[src/hw/rtl/crc24cs_pkg.sv]
`default_nettype none

package crc24cs_pkg;

   localparam int CrcWidth = 24;
   localparam int ByteWidth = 8;
   localparam int CsrIndexWidth = 3;
   localparam int QueueDepthDefault = 2;

   localparam logic [CrcWidth-1:0] PolynomialReset = 24'h864CFB;
   localparam logic [CrcWidth-1:0] FinalXorReset = 24'h000000;

   // register indexes on the csr port
   localparam logic [CsrIndexWidth-1:0] CsrPolynomial = 3'd0;
   localparam logic [CsrIndexWidth-1:0] CsrFinalXor = 3'd1;
   localparam logic [CsrIndexWidth-1:0] CsrReflectIn = 3'd2;
   localparam logic [CsrIndexWidth-1:0] CsrReflectOut = 3'd3;
   localparam logic [CsrIndexWidth-1:0] CsrContinuation = 3'd4;

   typedef struct packed {
      logic [CrcWidth-1:0] polynomial;
      logic [CrcWidth-1:0] final_xor;
      logic                reflect_in;
      logic                reflect_out;
      logic                continuation_mode;
   } cfg_type;

   // one classified transaction as it waits between front and back
   typedef struct packed {
      logic [CrcWidth-1:0]  start_value;
      logic [ByteWidth-1:0] data_byte;
      logic                 has_byte;
      logic                 is_first;
      logic                 is_last;
   } item_type;

   function automatic logic [ByteWidth-1:0] rev8(input logic [ByteWidth-1:0] v);
      logic [ByteWidth-1:0] r;
      for (int i = 0; i < ByteWidth; i++) begin
         r[i] = v[ByteWidth-1-i];
      end
      return r;
   endfunction

   function automatic logic [CrcWidth-1:0] rev24(input logic [CrcWidth-1:0] v);
      logic [CrcWidth-1:0] r;
      for (int i = 0; i < CrcWidth; i++) begin
         r[i] = v[CrcWidth-1-i];
      end
      return r;
   endfunction

   // eight MSB-first division steps over one byte
   function automatic logic [CrcWidth-1:0] clock_byte(input logic [CrcWidth-1:0]  crc,
                                                      input logic [ByteWidth-1:0] data,
                                                      input logic [CrcWidth-1:0]  poly);
      logic [CrcWidth-1:0] c;
      c = crc ^ {data, {(CrcWidth-ByteWidth){1'b0}}};
      for (int i = 0; i < ByteWidth; i++) begin
         if (c[CrcWidth-1]) begin
            c = {c[CrcWidth-2:0], 1'b0} ^ poly;
         end else begin
            c = {c[CrcWidth-2:0], 1'b0};
         end
      end
      return c;
   endfunction

endpackage

`default_nettype wire

[src/hw/rtl/crc24cs_front.sv]
`default_nettype none

module crc24cs_front
   import crc24cs_pkg::*;
(
   input  wire logic                 clock,
   input  wire logic                 reset,
   input  wire cfg_type              cfg,
   input  wire logic                 req_valid,
   output logic                      req_stall,
   input  wire logic [ByteWidth-1:0] req_data_byte,
   input  wire logic                 req_has_byte,
   input  wire logic                 req_is_first,
   input  wire logic                 req_is_last,
   input  wire logic [CrcWidth-1:0]  req_start_value,
   input  wire logic                 queue_full,
   output logic                      push,
   output item_type                  push_item
);

   always_comb begin
      req_stall = queue_full;
      push = req_valid && !queue_full;
      // apply input-side reflections now so the back only divides and folds the output
      push_item.start_value = (cfg.reflect_out && cfg.continuation_mode) ?
                              rev24(req_start_value) : req_start_value;
      push_item.data_byte = cfg.reflect_in ? rev8(req_data_byte) : req_data_byte;
      push_item.has_byte = req_has_byte;
      push_item.is_first = req_is_first;
      push_item.is_last = req_is_last;
   end

   assert property (@(posedge clock) disable iff (reset)
      (req_valid && queue_full) |-> !push)
      else $error("front pushed into a full queue");

endmodule

`default_nettype wire

[src/hw/rtl/crc24cs_queue.sv]
`default_nettype none

module crc24cs_queue
   import crc24cs_pkg::*;
#(
   parameter int QUEUE_DEPTH = QueueDepthDefault
)
(
   input  wire logic     clock,
   input  wire logic     reset,
   input  wire logic     push,
   input  wire item_type push_item,
   output logic          full,
   output logic          pop_valid,
   output item_type      pop_item,
   input  wire logic     pop
);

   localparam int IdxWidth = (QUEUE_DEPTH > 1) ? $clog2(QUEUE_DEPTH) : 1;
   localparam int CntWidth = $clog2(QUEUE_DEPTH + 1);
   localparam logic [IdxWidth-1:0] LastIdx = IdxWidth'(QUEUE_DEPTH - 1);
   localparam logic [CntWidth-1:0] FullCount = CntWidth'(QUEUE_DEPTH);

   item_type            slot_ff [QUEUE_DEPTH];
   logic [IdxWidth-1:0] wr_ptr_ff, wr_ptr_in;
   logic [IdxWidth-1:0] rd_ptr_ff, rd_ptr_in;
   logic [CntWidth-1:0] count_ff, count_in;

   always_comb begin
      full = (count_ff == FullCount);
      pop_valid = (count_ff != '0);
      pop_item = slot_ff[rd_ptr_ff];
      wr_ptr_in = wr_ptr_ff;
      rd_ptr_in = rd_ptr_ff;
      count_in = count_ff;
      if (push) begin
         wr_ptr_in = (wr_ptr_ff == LastIdx) ? '0 : wr_ptr_ff + 1'b1;
      end
      if (pop) begin
         rd_ptr_in = (rd_ptr_ff == LastIdx) ? '0 : rd_ptr_ff + 1'b1;
      end
      if (push && !pop) begin
         count_in = count_ff + 1'b1;
      end else if (pop && !push) begin
         count_in = count_ff - 1'b1;
      end
   end

   always_ff @(posedge clock) begin
      if (reset) begin
         wr_ptr_ff <= '0;
         rd_ptr_ff <= '0;
         count_ff <= '0;
      end else begin
         wr_ptr_ff <= wr_ptr_in;
         rd_ptr_ff <= rd_ptr_in;
         count_ff <= count_in;
      end
   end

   always_ff @(posedge clock) begin
      if (push) begin
         slot_ff[wr_ptr_ff] <= push_item;
      end
   end

   assert property (@(posedge clock) disable iff (reset)
      count_ff <= FullCount)
      else $error("queue count beyond depth");

   assert property (@(posedge clock) disable iff (reset)
      pop |-> pop_valid)
      else $error("pop from an empty queue");

endmodule

`default_nettype wire

[src/hw/rtl/crc24cs_back.sv]
`default_nettype none

module crc24cs_back
   import crc24cs_pkg::*;
(
   input  wire logic                clock,
   input  wire logic                reset,
   input  wire cfg_type             cfg,
   input  wire logic                item_valid,
   input  wire item_type            item,
   output logic                     pop,
   output logic                     rsp_valid,
   input  wire logic                rsp_stall,
   output logic [CrcWidth-1:0]      rsp_crc_value
);

   logic [CrcWidth-1:0] crc_ff, crc_in;
   logic                rsp_valid_ff, rsp_valid_in;
   logic [CrcWidth-1:0] rsp_crc_ff, rsp_crc_in;
   logic [CrcWidth-1:0] base;
   logic [CrcWidth-1:0] folded;

   always_comb begin
      // take the next transaction only when the output register frees up
      pop = item_valid && (!rsp_valid_ff || !rsp_stall);
      base = item.is_first ? item.start_value : crc_ff;
      crc_in = crc_ff;
      if (pop) begin
         crc_in = item.has_byte ? clock_byte(base, item.data_byte, cfg.polynomial) : base;
      end
      folded = (cfg.reflect_out ? rev24(crc_in) : crc_in) ^ cfg.final_xor;
      rsp_valid_in = rsp_valid_ff;
      rsp_crc_in = rsp_crc_ff;
      if (pop) begin
         rsp_valid_in = item.is_last;
         if (item.is_last) begin
            rsp_crc_in = folded;
         end
      end else if (!rsp_stall) begin
         rsp_valid_in = 1'b0;
      end
   end

   always_ff @(posedge clock) begin
      if (reset) begin
         crc_ff <= '0;
         rsp_valid_ff <= 1'b0;
      end else begin
         crc_ff <= crc_in;
         rsp_valid_ff <= rsp_valid_in;
      end
   end

   always_ff @(posedge clock) begin
      rsp_crc_ff <= rsp_crc_in;
   end

   assign rsp_valid = rsp_valid_ff;
   assign rsp_crc_value = rsp_crc_ff;

   assert property (@(posedge clock) disable iff (reset)
      $rose(rsp_valid_ff) |-> $past(pop && item.is_last))
      else $error("result raised without a last transaction");

   assert property (@(posedge clock) disable iff (reset)
      !pop |=> crc_ff == $past(crc_ff))
      else $error("crc register moved without a transaction");

endmodule

`default_nettype wire

[src/hw/rtl/crc24_configurable_stream.sv]
`default_nettype none

// 24-bit CRC over a byte stream, MSB-first, configurable polynomial.
// Request channel (req_*): one transaction per cycle carries an optional byte,
// first/last markers and the start value used with the first marker.
// Response channel (rsp_*): one CRC per transaction marked last.
// Both channels move a transaction when valid is high and stall is low.
// CSR port: write polynomial, final xor and the three flag registers by
// index while no message is in flight; writes take effect on later traffic.
// Path: an accepted transaction waits in the queue, then the back end pops it
// and registers its result. Throughput: one transaction per cycle unless a
// held result blocks it, with the eight-step byte update done combinationally.
// A small queue separates request intake from the CRC engine; when rsp_stall
// holds the result register, the queue fills and req_stall rises once full.
// Reset (synchronous) restores the default registers, clears the CRC
// register to zero and empties the queue and the result register.
module crc24_configurable_stream
   import crc24cs_pkg::*;
#(
   parameter int QUEUE_DEPTH = QueueDepthDefault
)
(
   input  wire logic                     clock,
   input  wire logic                     reset,
   input  wire logic                     req_valid,
   output logic                          req_stall,
   input  wire logic [ByteWidth-1:0]     req_data_byte,
   input  wire logic                     req_has_byte,
   input  wire logic                     req_is_first,
   input  wire logic                     req_is_last,
   input  wire logic [CrcWidth-1:0]      req_start_value,
   output logic                          rsp_valid,
   input  wire logic                     rsp_stall,
   output logic [CrcWidth-1:0]           rsp_crc_value,
   input  wire logic                     csr_write_enable,
   input  wire logic [CsrIndexWidth-1:0] csr_index,
   input  wire logic [CrcWidth-1:0]      csr_write_data
);

   cfg_type  cfg_ff, cfg_in;
   logic     push;
   item_type push_item;
   logic     queue_full;
   logic     pop_valid;
   item_type pop_item;
   logic     pop;

   always_comb begin
      cfg_in = cfg_ff;
      if (csr_write_enable) begin
         unique case (csr_index)
            CsrPolynomial:   cfg_in.polynomial = csr_write_data;
            CsrFinalXor:     cfg_in.final_xor = csr_write_data;
            CsrReflectIn:    cfg_in.reflect_in = csr_write_data[0];
            CsrReflectOut:   cfg_in.reflect_out = csr_write_data[0];
            CsrContinuation: cfg_in.continuation_mode = csr_write_data[0];
            default:         cfg_in = cfg_ff;
         endcase
      end
   end

   always_ff @(posedge clock) begin
      if (reset) begin
         cfg_ff.polynomial <= PolynomialReset;
         cfg_ff.final_xor <= FinalXorReset;
         cfg_ff.reflect_in <= 1'b0;
         cfg_ff.reflect_out <= 1'b0;
         cfg_ff.continuation_mode <= 1'b0;
      end else begin
         cfg_ff <= cfg_in;
      end
   end

   crc24cs_front u_front (
      .clock           (clock),
      .reset           (reset),
      .cfg             (cfg_ff),
      .req_valid       (req_valid),
      .req_stall       (req_stall),
      .req_data_byte   (req_data_byte),
      .req_has_byte    (req_has_byte),
      .req_is_first    (req_is_first),
      .req_is_last     (req_is_last),
      .req_start_value (req_start_value),
      .queue_full      (queue_full),
      .push            (push),
      .push_item       (push_item)
   );

   crc24cs_queue #(
      .QUEUE_DEPTH (QUEUE_DEPTH)
   ) u_queue (
      .clock     (clock),
      .reset     (reset),
      .push      (push),
      .push_item (push_item),
      .full      (queue_full),
      .pop_valid (pop_valid),
      .pop_item  (pop_item),
      .pop       (pop)
   );

   crc24cs_back u_back (
      .clock         (clock),
      .reset         (reset),
      .cfg           (cfg_ff),
      .item_valid    (pop_valid),
      .item          (pop_item),
      .pop           (pop),
      .rsp_valid     (rsp_valid),
      .rsp_stall     (rsp_stall),
      .rsp_crc_value (rsp_crc_value)
   );

endmodule

`default_nettype wire

[config.mk]
export PLATFORM = sky130hd
export DESIGN_NAME = crc24_configurable_stream
export DESIGN_NICKNAME = d
export VERILOG_FILES = /design/src/hw/rtl/crc24cs_pkg.sv /design/src/hw/rtl/crc24cs_front.sv /design/src/hw/rtl/crc24cs_queue.sv /design/src/hw/rtl/crc24cs_back.sv /design/src/hw/rtl/crc24_configurable_stream.sv
export SDC_FILE = /design/constraint.sdc
export NUM_CORES = 1
export LEC_CHECK = 0
export CAP_MARGIN = 5
export CELL_PAD_IN_SITES_DETAIL_PLACEMENT = 1
export CELL_PAD_IN_SITES_GLOBAL_PLACEMENT = 2
export CORE_AREA = 3 3 176 178
export DETAILED_ROUTE_END_ITERATION = 12
export DIE_AREA = 0 0 179 181
export DONT_BUFFER_PORTS = 1
export PLACE_DENSITY = 0.76
export SLEW_MARGIN = 20
export SYNTH_ARGS = -nofsm -noshare
export SYNTH_HDL_FRONTEND = slang
export SYNTH_HIERARCHICAL = 1
export SYNTH_SLANG_ARGS = --single-unit
[constraint.sdc]
create_clock -name clock -period 6.15 [get_ports clock]
set_input_delay 1.23 -clock clock [delete_from_list [all_inputs] [get_ports clock]]
set_output_delay 1.23 -clock clock [all_outputs]
set_load 0.01 [all_outputs]
**Word level (Yosys, flattened, before mapping)**

Memory sizes are Yosys's and may differ from the RTL's. A register that Yosys moved wholly into a read port is not among the register bits.
Cells that the tools add are included.

- Register bits after elaboration: 104
- Memory bits (writable): 70
- Input bits: 67
- Output and inout port bits: 26
- Logic and storage cells: 83
- Memories: 1

Memory list:

| name | words | bits a word | rd ports | clocked after Yosys merged registers in | write ports | line | RTL |
|---|---|---|---|---|---|---|---|
| u_queue.slot_ff | 2 | 35 | 1 | 1 | 1 | crc24cs_queue.sv:24 | `item_type slot_ff [QUEUE_DEPTH];` |

- $add $sub $neg: 4
- Eq/ne operators: 6
- Muxes and demuxes: 31
- Bitwise gates (word level): 10
- Reductions and logical operators: 20

Operators by type and width:

| operator | number |
|---|---|
| $mux W24 | 20 |
| $xor A24 B24 Y24 | 10 |
| $reduce_and A2 Y1 | 6 |
| $mux W1 | 8 |
| $mux W8 | 1 |
| $eq A3 B2 Y1 const B | 2 |
| $logic_and A1 B1 Y1 | 5 |
| $logic_not A1 Y1 | 5 |
| $mux W2 | 2 |
| $reduce_bool A2 Y1 | 2 |
| $eq A3 B1 Y1 const B | 1 |
| $eq A3 B3 Y1 const B | 1 |
| $logic_not A3 Y1 | 1 |
| $add A1 B1 Y1 const B | 2 |
| $add A2 B1 Y2 const B | 1 |
| $eq A2 B2 Y1 const B | 1 |
| $ne A2 B1 Y1 const B | 1 |
| $sub A2 B1 Y2 const B | 1 |
| $logic_or A1 B1 Y1 | 1 |

**Logic depth before layout (Yosys ltp)**

- Word-level depth: 29
- Gate-level depth with buffers: 23
- Depth with buffers taken out: 17

**Hierarchy**

The synthesis kept the hierarchy.

By module, submodules not included:

| module | instances | cells each | area each (µm²) | seq. area each (µm²) |
|---|---|---|---|---|
| crc24cs_back | 1 | 804 | 6316.1 | 1221.2 |
| crc24cs_queue | 1 | 131 | 2745.1 | 2202.1 |
| crc24_configurable_stream | 1 | 213 | 2180.8 | 1021.0 |
| crc24cs_front | 1 | 41 | 528.0 | 0.0 |

**Worst setup path before layout**

Ideal clock, no wire load.

- Path kind: flip-flop to flip-flop
- Start: reg with a tool-made name
- End: reg u_back.rsp_crc_ff[2], in the netlist u_back/rsp_crc_value[2], data pin
- Library setup time: 0.258 ns
- Arrival time: 4.934 ns
- Required time: 5.892 ns
- Setup slack: 0.959 ns
- Cell stages (with the launch flop): 20
- Path buffers: 3
- Clock period less this slack: 5.191 ns
- Path through: dfxtp_1 -> buf_2 -> buf_6 -> mux2_2 -> buf_4 -> mux2i_4 -> xor2_4 -> or3_1 -> and4_4 -> or4_1 -> o2111ai_2 -> a2bb2oi_2 -> o22ai_1 -> xnor2_1 -> mux2i_1 -> o21ai_2 -> a311o_1 -> and4_1 -> a311o_1 -> xor2_1

RTL lines:

| what | line | RTL |
|---|---|---|
| end signal: assignment | crc24cs_back.sv:55 | `rsp_crc_ff <= rsp_crc_in;` |
| end: declaration | crc24cs_back.sv:19 | `logic [CrcWidth-1:0] rsp_crc_ff, rsp_crc_in;` |

==> flow_metrics.tcl <==
set metrics [dict create \
    synth_top_flop_cell "edfxtp_1" \
    drive_gt1_share_pct 15.95 \
    final-hold-violation-count 0 \
    grt_pass1_vias 8778 \
    cts-hold-fix-buffers 0 \
    ys_ff_latch 175 \
    antenna_found_initial 0 \
    grt.busiest_layer "met2" \
    syn_area_sq_mm 0.01177 \
    fin_skew_ps 6.382 \
    synthToLayoutAreaGrowth_pct 8.589 \
    synth_edf_count 94 \
    fp.dieH_um 181 \
    yosys_warnings 6 \
    syn_inst 1189 \
    fp-row-count 63 \
    drc 0 \
    clock.fmax_ghz 0.1726 \
    cts.path.max_buffers 2 \
    worst_slack_ps 357.7 \
    syn_avg_cell_area_sq_um 9.899 \
    worstSetupPathType "flip-flop to flip-flop" \
    wl_per_cell_um 23.49 \
    cap_violations 0 \
    status "completed" \
    num_antenna_cells 0 \
    ys_seq_area_share_pct 37.76 \
    finalCritPeriodShare_pct 94.18 \
    vias_per_cell 5.602 \
    grt.met3_usage_pct 4.687 \
    synthArstFlopShare_pct 0 \
    start_util_pct 39.82 \
    pin_count 93 \
    drtPass1Iterations 5 \
    worstSkewPairLatency_ps 440 \
    tightest_slew_ps 992.0 \
    numCtsBuffers 17 \
    gp_congestion 0.8745 \
    dp_slack_ps 136.7 \
    finalSetupViolCount 0 \
    max_slew_margin_pct 33.46 \
    numPortBuffers 0 \
    vias 8717 \
    drtIter0Drc 624 \
    overflow 0 \
    start_kind "flip-flop" \
    fin_crit_ps 5792 \
    worstPathMaxFanout 16 \
    end_kind "flip-flop" \
    clock-sinks 175 \
    grt_util_all_layers_pct 22.45 \
    syn-num-nets 1257 \
    cts_tree "done" \
    dp_hpwl_um 25880 \
    wirelength_um 36560 \
    grt_start_max_net_pins 119 \
    slew_violations 0 \
    die_w_um 179 \
    core_area_sq_mm 0.02956 \
    cts_htree_levels 4 \
    die_area_sq_mm 0.03240 \
    worst_ep_arrival_time_ps 5960 \
    hp-class "flip-flop to flip-flop" \
    clk_pin_slew_worst_paths_ps 60 \
    met2_usage_pct 34.93 \
    synth_cell_types 83 \
    grt_first_pass_wirelength_um 54700 \
    grtUsageMet1_pct 31.41 \
    ant_nets 0 \
    final_nets 1221 \
    worstPathRequired_ps 6320 \
    root_buffer "clkbuf_16" \
]
[cells in the mapped netlist, types with 5 or more instances]
| library cell | count | area share, % |
|---|---|---|
| mux2_2 | 48 | 4.6 |
| a31oi_1 | 8 | 0.43 |
| a311oi_1 | 18 | 1.3 |
| and3_1 | 7 | 0.37 |
| o2111a_1 | 17 | 1.6 |
| dfxtp_1 | 81 | 14 |
| xor2_1 | 44 | 3.3 |
| edfxtp_1 | 94 | 24 |
| inv_1 | 11 | 0.35 |
| buf_1 | 7 | 0.22 |
| a32o_1 | 9 | 0.77 |
| buf_2 | 13 | 0.55 |
| nor2_1 | 68 | 2.2 |
| buf_6 | 5 | 0.48 |
| xnor2_1 | 105 | 7.8 |
| nand2b_1 | 65 | 3.5 |
| nor3_1 | 26 | 1.1 |
| nand3_1 | 8 | 0.34 |
| a21oi_1 | 38 | 1.6 |
| mux2_4 | 20 | 2.6 |
| mux2i_1 | 82 | 7.0 |
| xnor3_1 | 22 | 4.2 |
| nand2_1 | 175 | 5.6 |
| clkbuf_1 | 64 | 2.0 |
| nor2b_1 | 18 | 0.96 |
| buf_4 | 7 | 0.45 |
| o21ai_0 | 32 | 1.4 |
[cells by family after synthesis]
logic type | share of synthesized area (%)
xor+xnor | 15.95
fa+ha+maj | 0.1063
simple gates | 16.70
compound gates | 10.70
mux | 14.31
flops | 37.76
buf+inv | 4.475
[per-layer routing]
layer  up-vias  share of wire, %
met5         -                 0
met4         0               2.3
met3        39               5.9
met2       222                46
met1      4362                45
li1       4094                 -
[through the flow]
| step | util, % | cell area [sq um] | cells | TNS [ps] | hold WS [ps] |
|---|---|---|---|---|---|
| 6_report | 43.24 | 12780 | 1556 | 0 | 486.1 |
| 5_1_grt | 43.24 | 12780 | 1556 | -10.33 | 513.6 |
| 4_1_cts | 42.55 | 12580 | 1548 | 0 | 492.0 |
| 3_5_place_dp | 40.82 | 12070 | 1516 | 0 | 475.8 |
| 3_3_place_gp | 40.82 | 12070 | 1516 | 0 | 470.7 |
| 2_1_floorplan | - | 11770 | 1189 | 0 | 445.4 |
[layout by cell type, fill, tap and decap left out, types with 8 or more instances in the layout]
master / Yosys / layout
a21oi_1: 38 / 38
a311oi_1: 18 / 18
a31oi_1: 8 / 8
a32o_1: 9 / 9
buf_4: 7 / 42
clkbuf_16: 0 / 17
dfxtp_1: 81 / 81
edfxtp_1: 94 / 94
inv_1: 11 / 10
mux2_2: 48 / 48
mux2_4: 20 / 20
mux2i_1: 82 / 81
nand2_1: 175 / 175
nand2b_1: 65 / 65
nand3_1: 8 / 8
nor2_1: 68 / 67
nor2b_1: 18 / 17
nor3_1: 26 / 19
o2111a_1: 17 / 17
o21ai_0: 32 / 31
xnor2_1: 105 / 102
xnor3_1: 22 / 22
xor2_1: 44 / 44
[critical path: stages, from the launching register on]
cell and delay, ps:
dfxtp_1 380, buf_4 230, mux2_2 360, mux2i_1 190
xnor2_1 300, buf_4 310, a22oi_1 130, a31oi_1 270
or2_1 310, nor2_2 90, o2111ai_2 270, a2bb2oi_2 260
o22ai_1 170, xnor2_2 350, mux2_2 500, a21oi_4 300
buf_4 220, buf_4 160, o2111a_1 190, nor3_2 70
mux2i_1 320, xor2_1 130
[sequential cells by signal, summed over array words and instances, names as in the netlist, named ones only]
register,count
u_back/crc_ff,24
u_queue/wr_ptr_ff,1
u_queue/count_ff,2
u_back/rsp_crc_value,24
u_queue/rd_ptr_ff,1
cfg_ff,51
u_back/rsp_valid,1
u_queue/slot_ff,70
[worst paths after layout]
check | from | end | slack (ps) | cells past startpoint
setup / recovery | flip-flop | u_back/rsp_crc_value[5] | 360 | 21
hold / removal | cfg_ff[16] | cfg_ff[16] | 490 | 2
setup reg to reg | flip-flop | u_back/rsp_crc_value[5] | 360 | 21
hold reg to reg | cfg_ff[16] | cfg_ff[16] | 490 | 2
[layout make-up]
class / instances / area [sq um]
Tap cell: 390 / 488.0
Sequential cell: 175 / 4444
Fill cell: 3302 / 16780
Clock buffer: 20 / 436.7
Timing Repair Buffer: 43 / 335.3
Multi-Input combinational cell: 905 / 6962
Clock inverter: 12 / 73.82
Inverter: 11 / 41.29
[repair_timing]
item / CTS / global route
gates resized for setup: 0 / 21
setup buffers: 0 / 7
setup endpoints to repair: 0 / 24
Power is left out: the tool's default activity adds up to more than one toggle a clock period on the data nets, which glitch-free logic cannot reach.
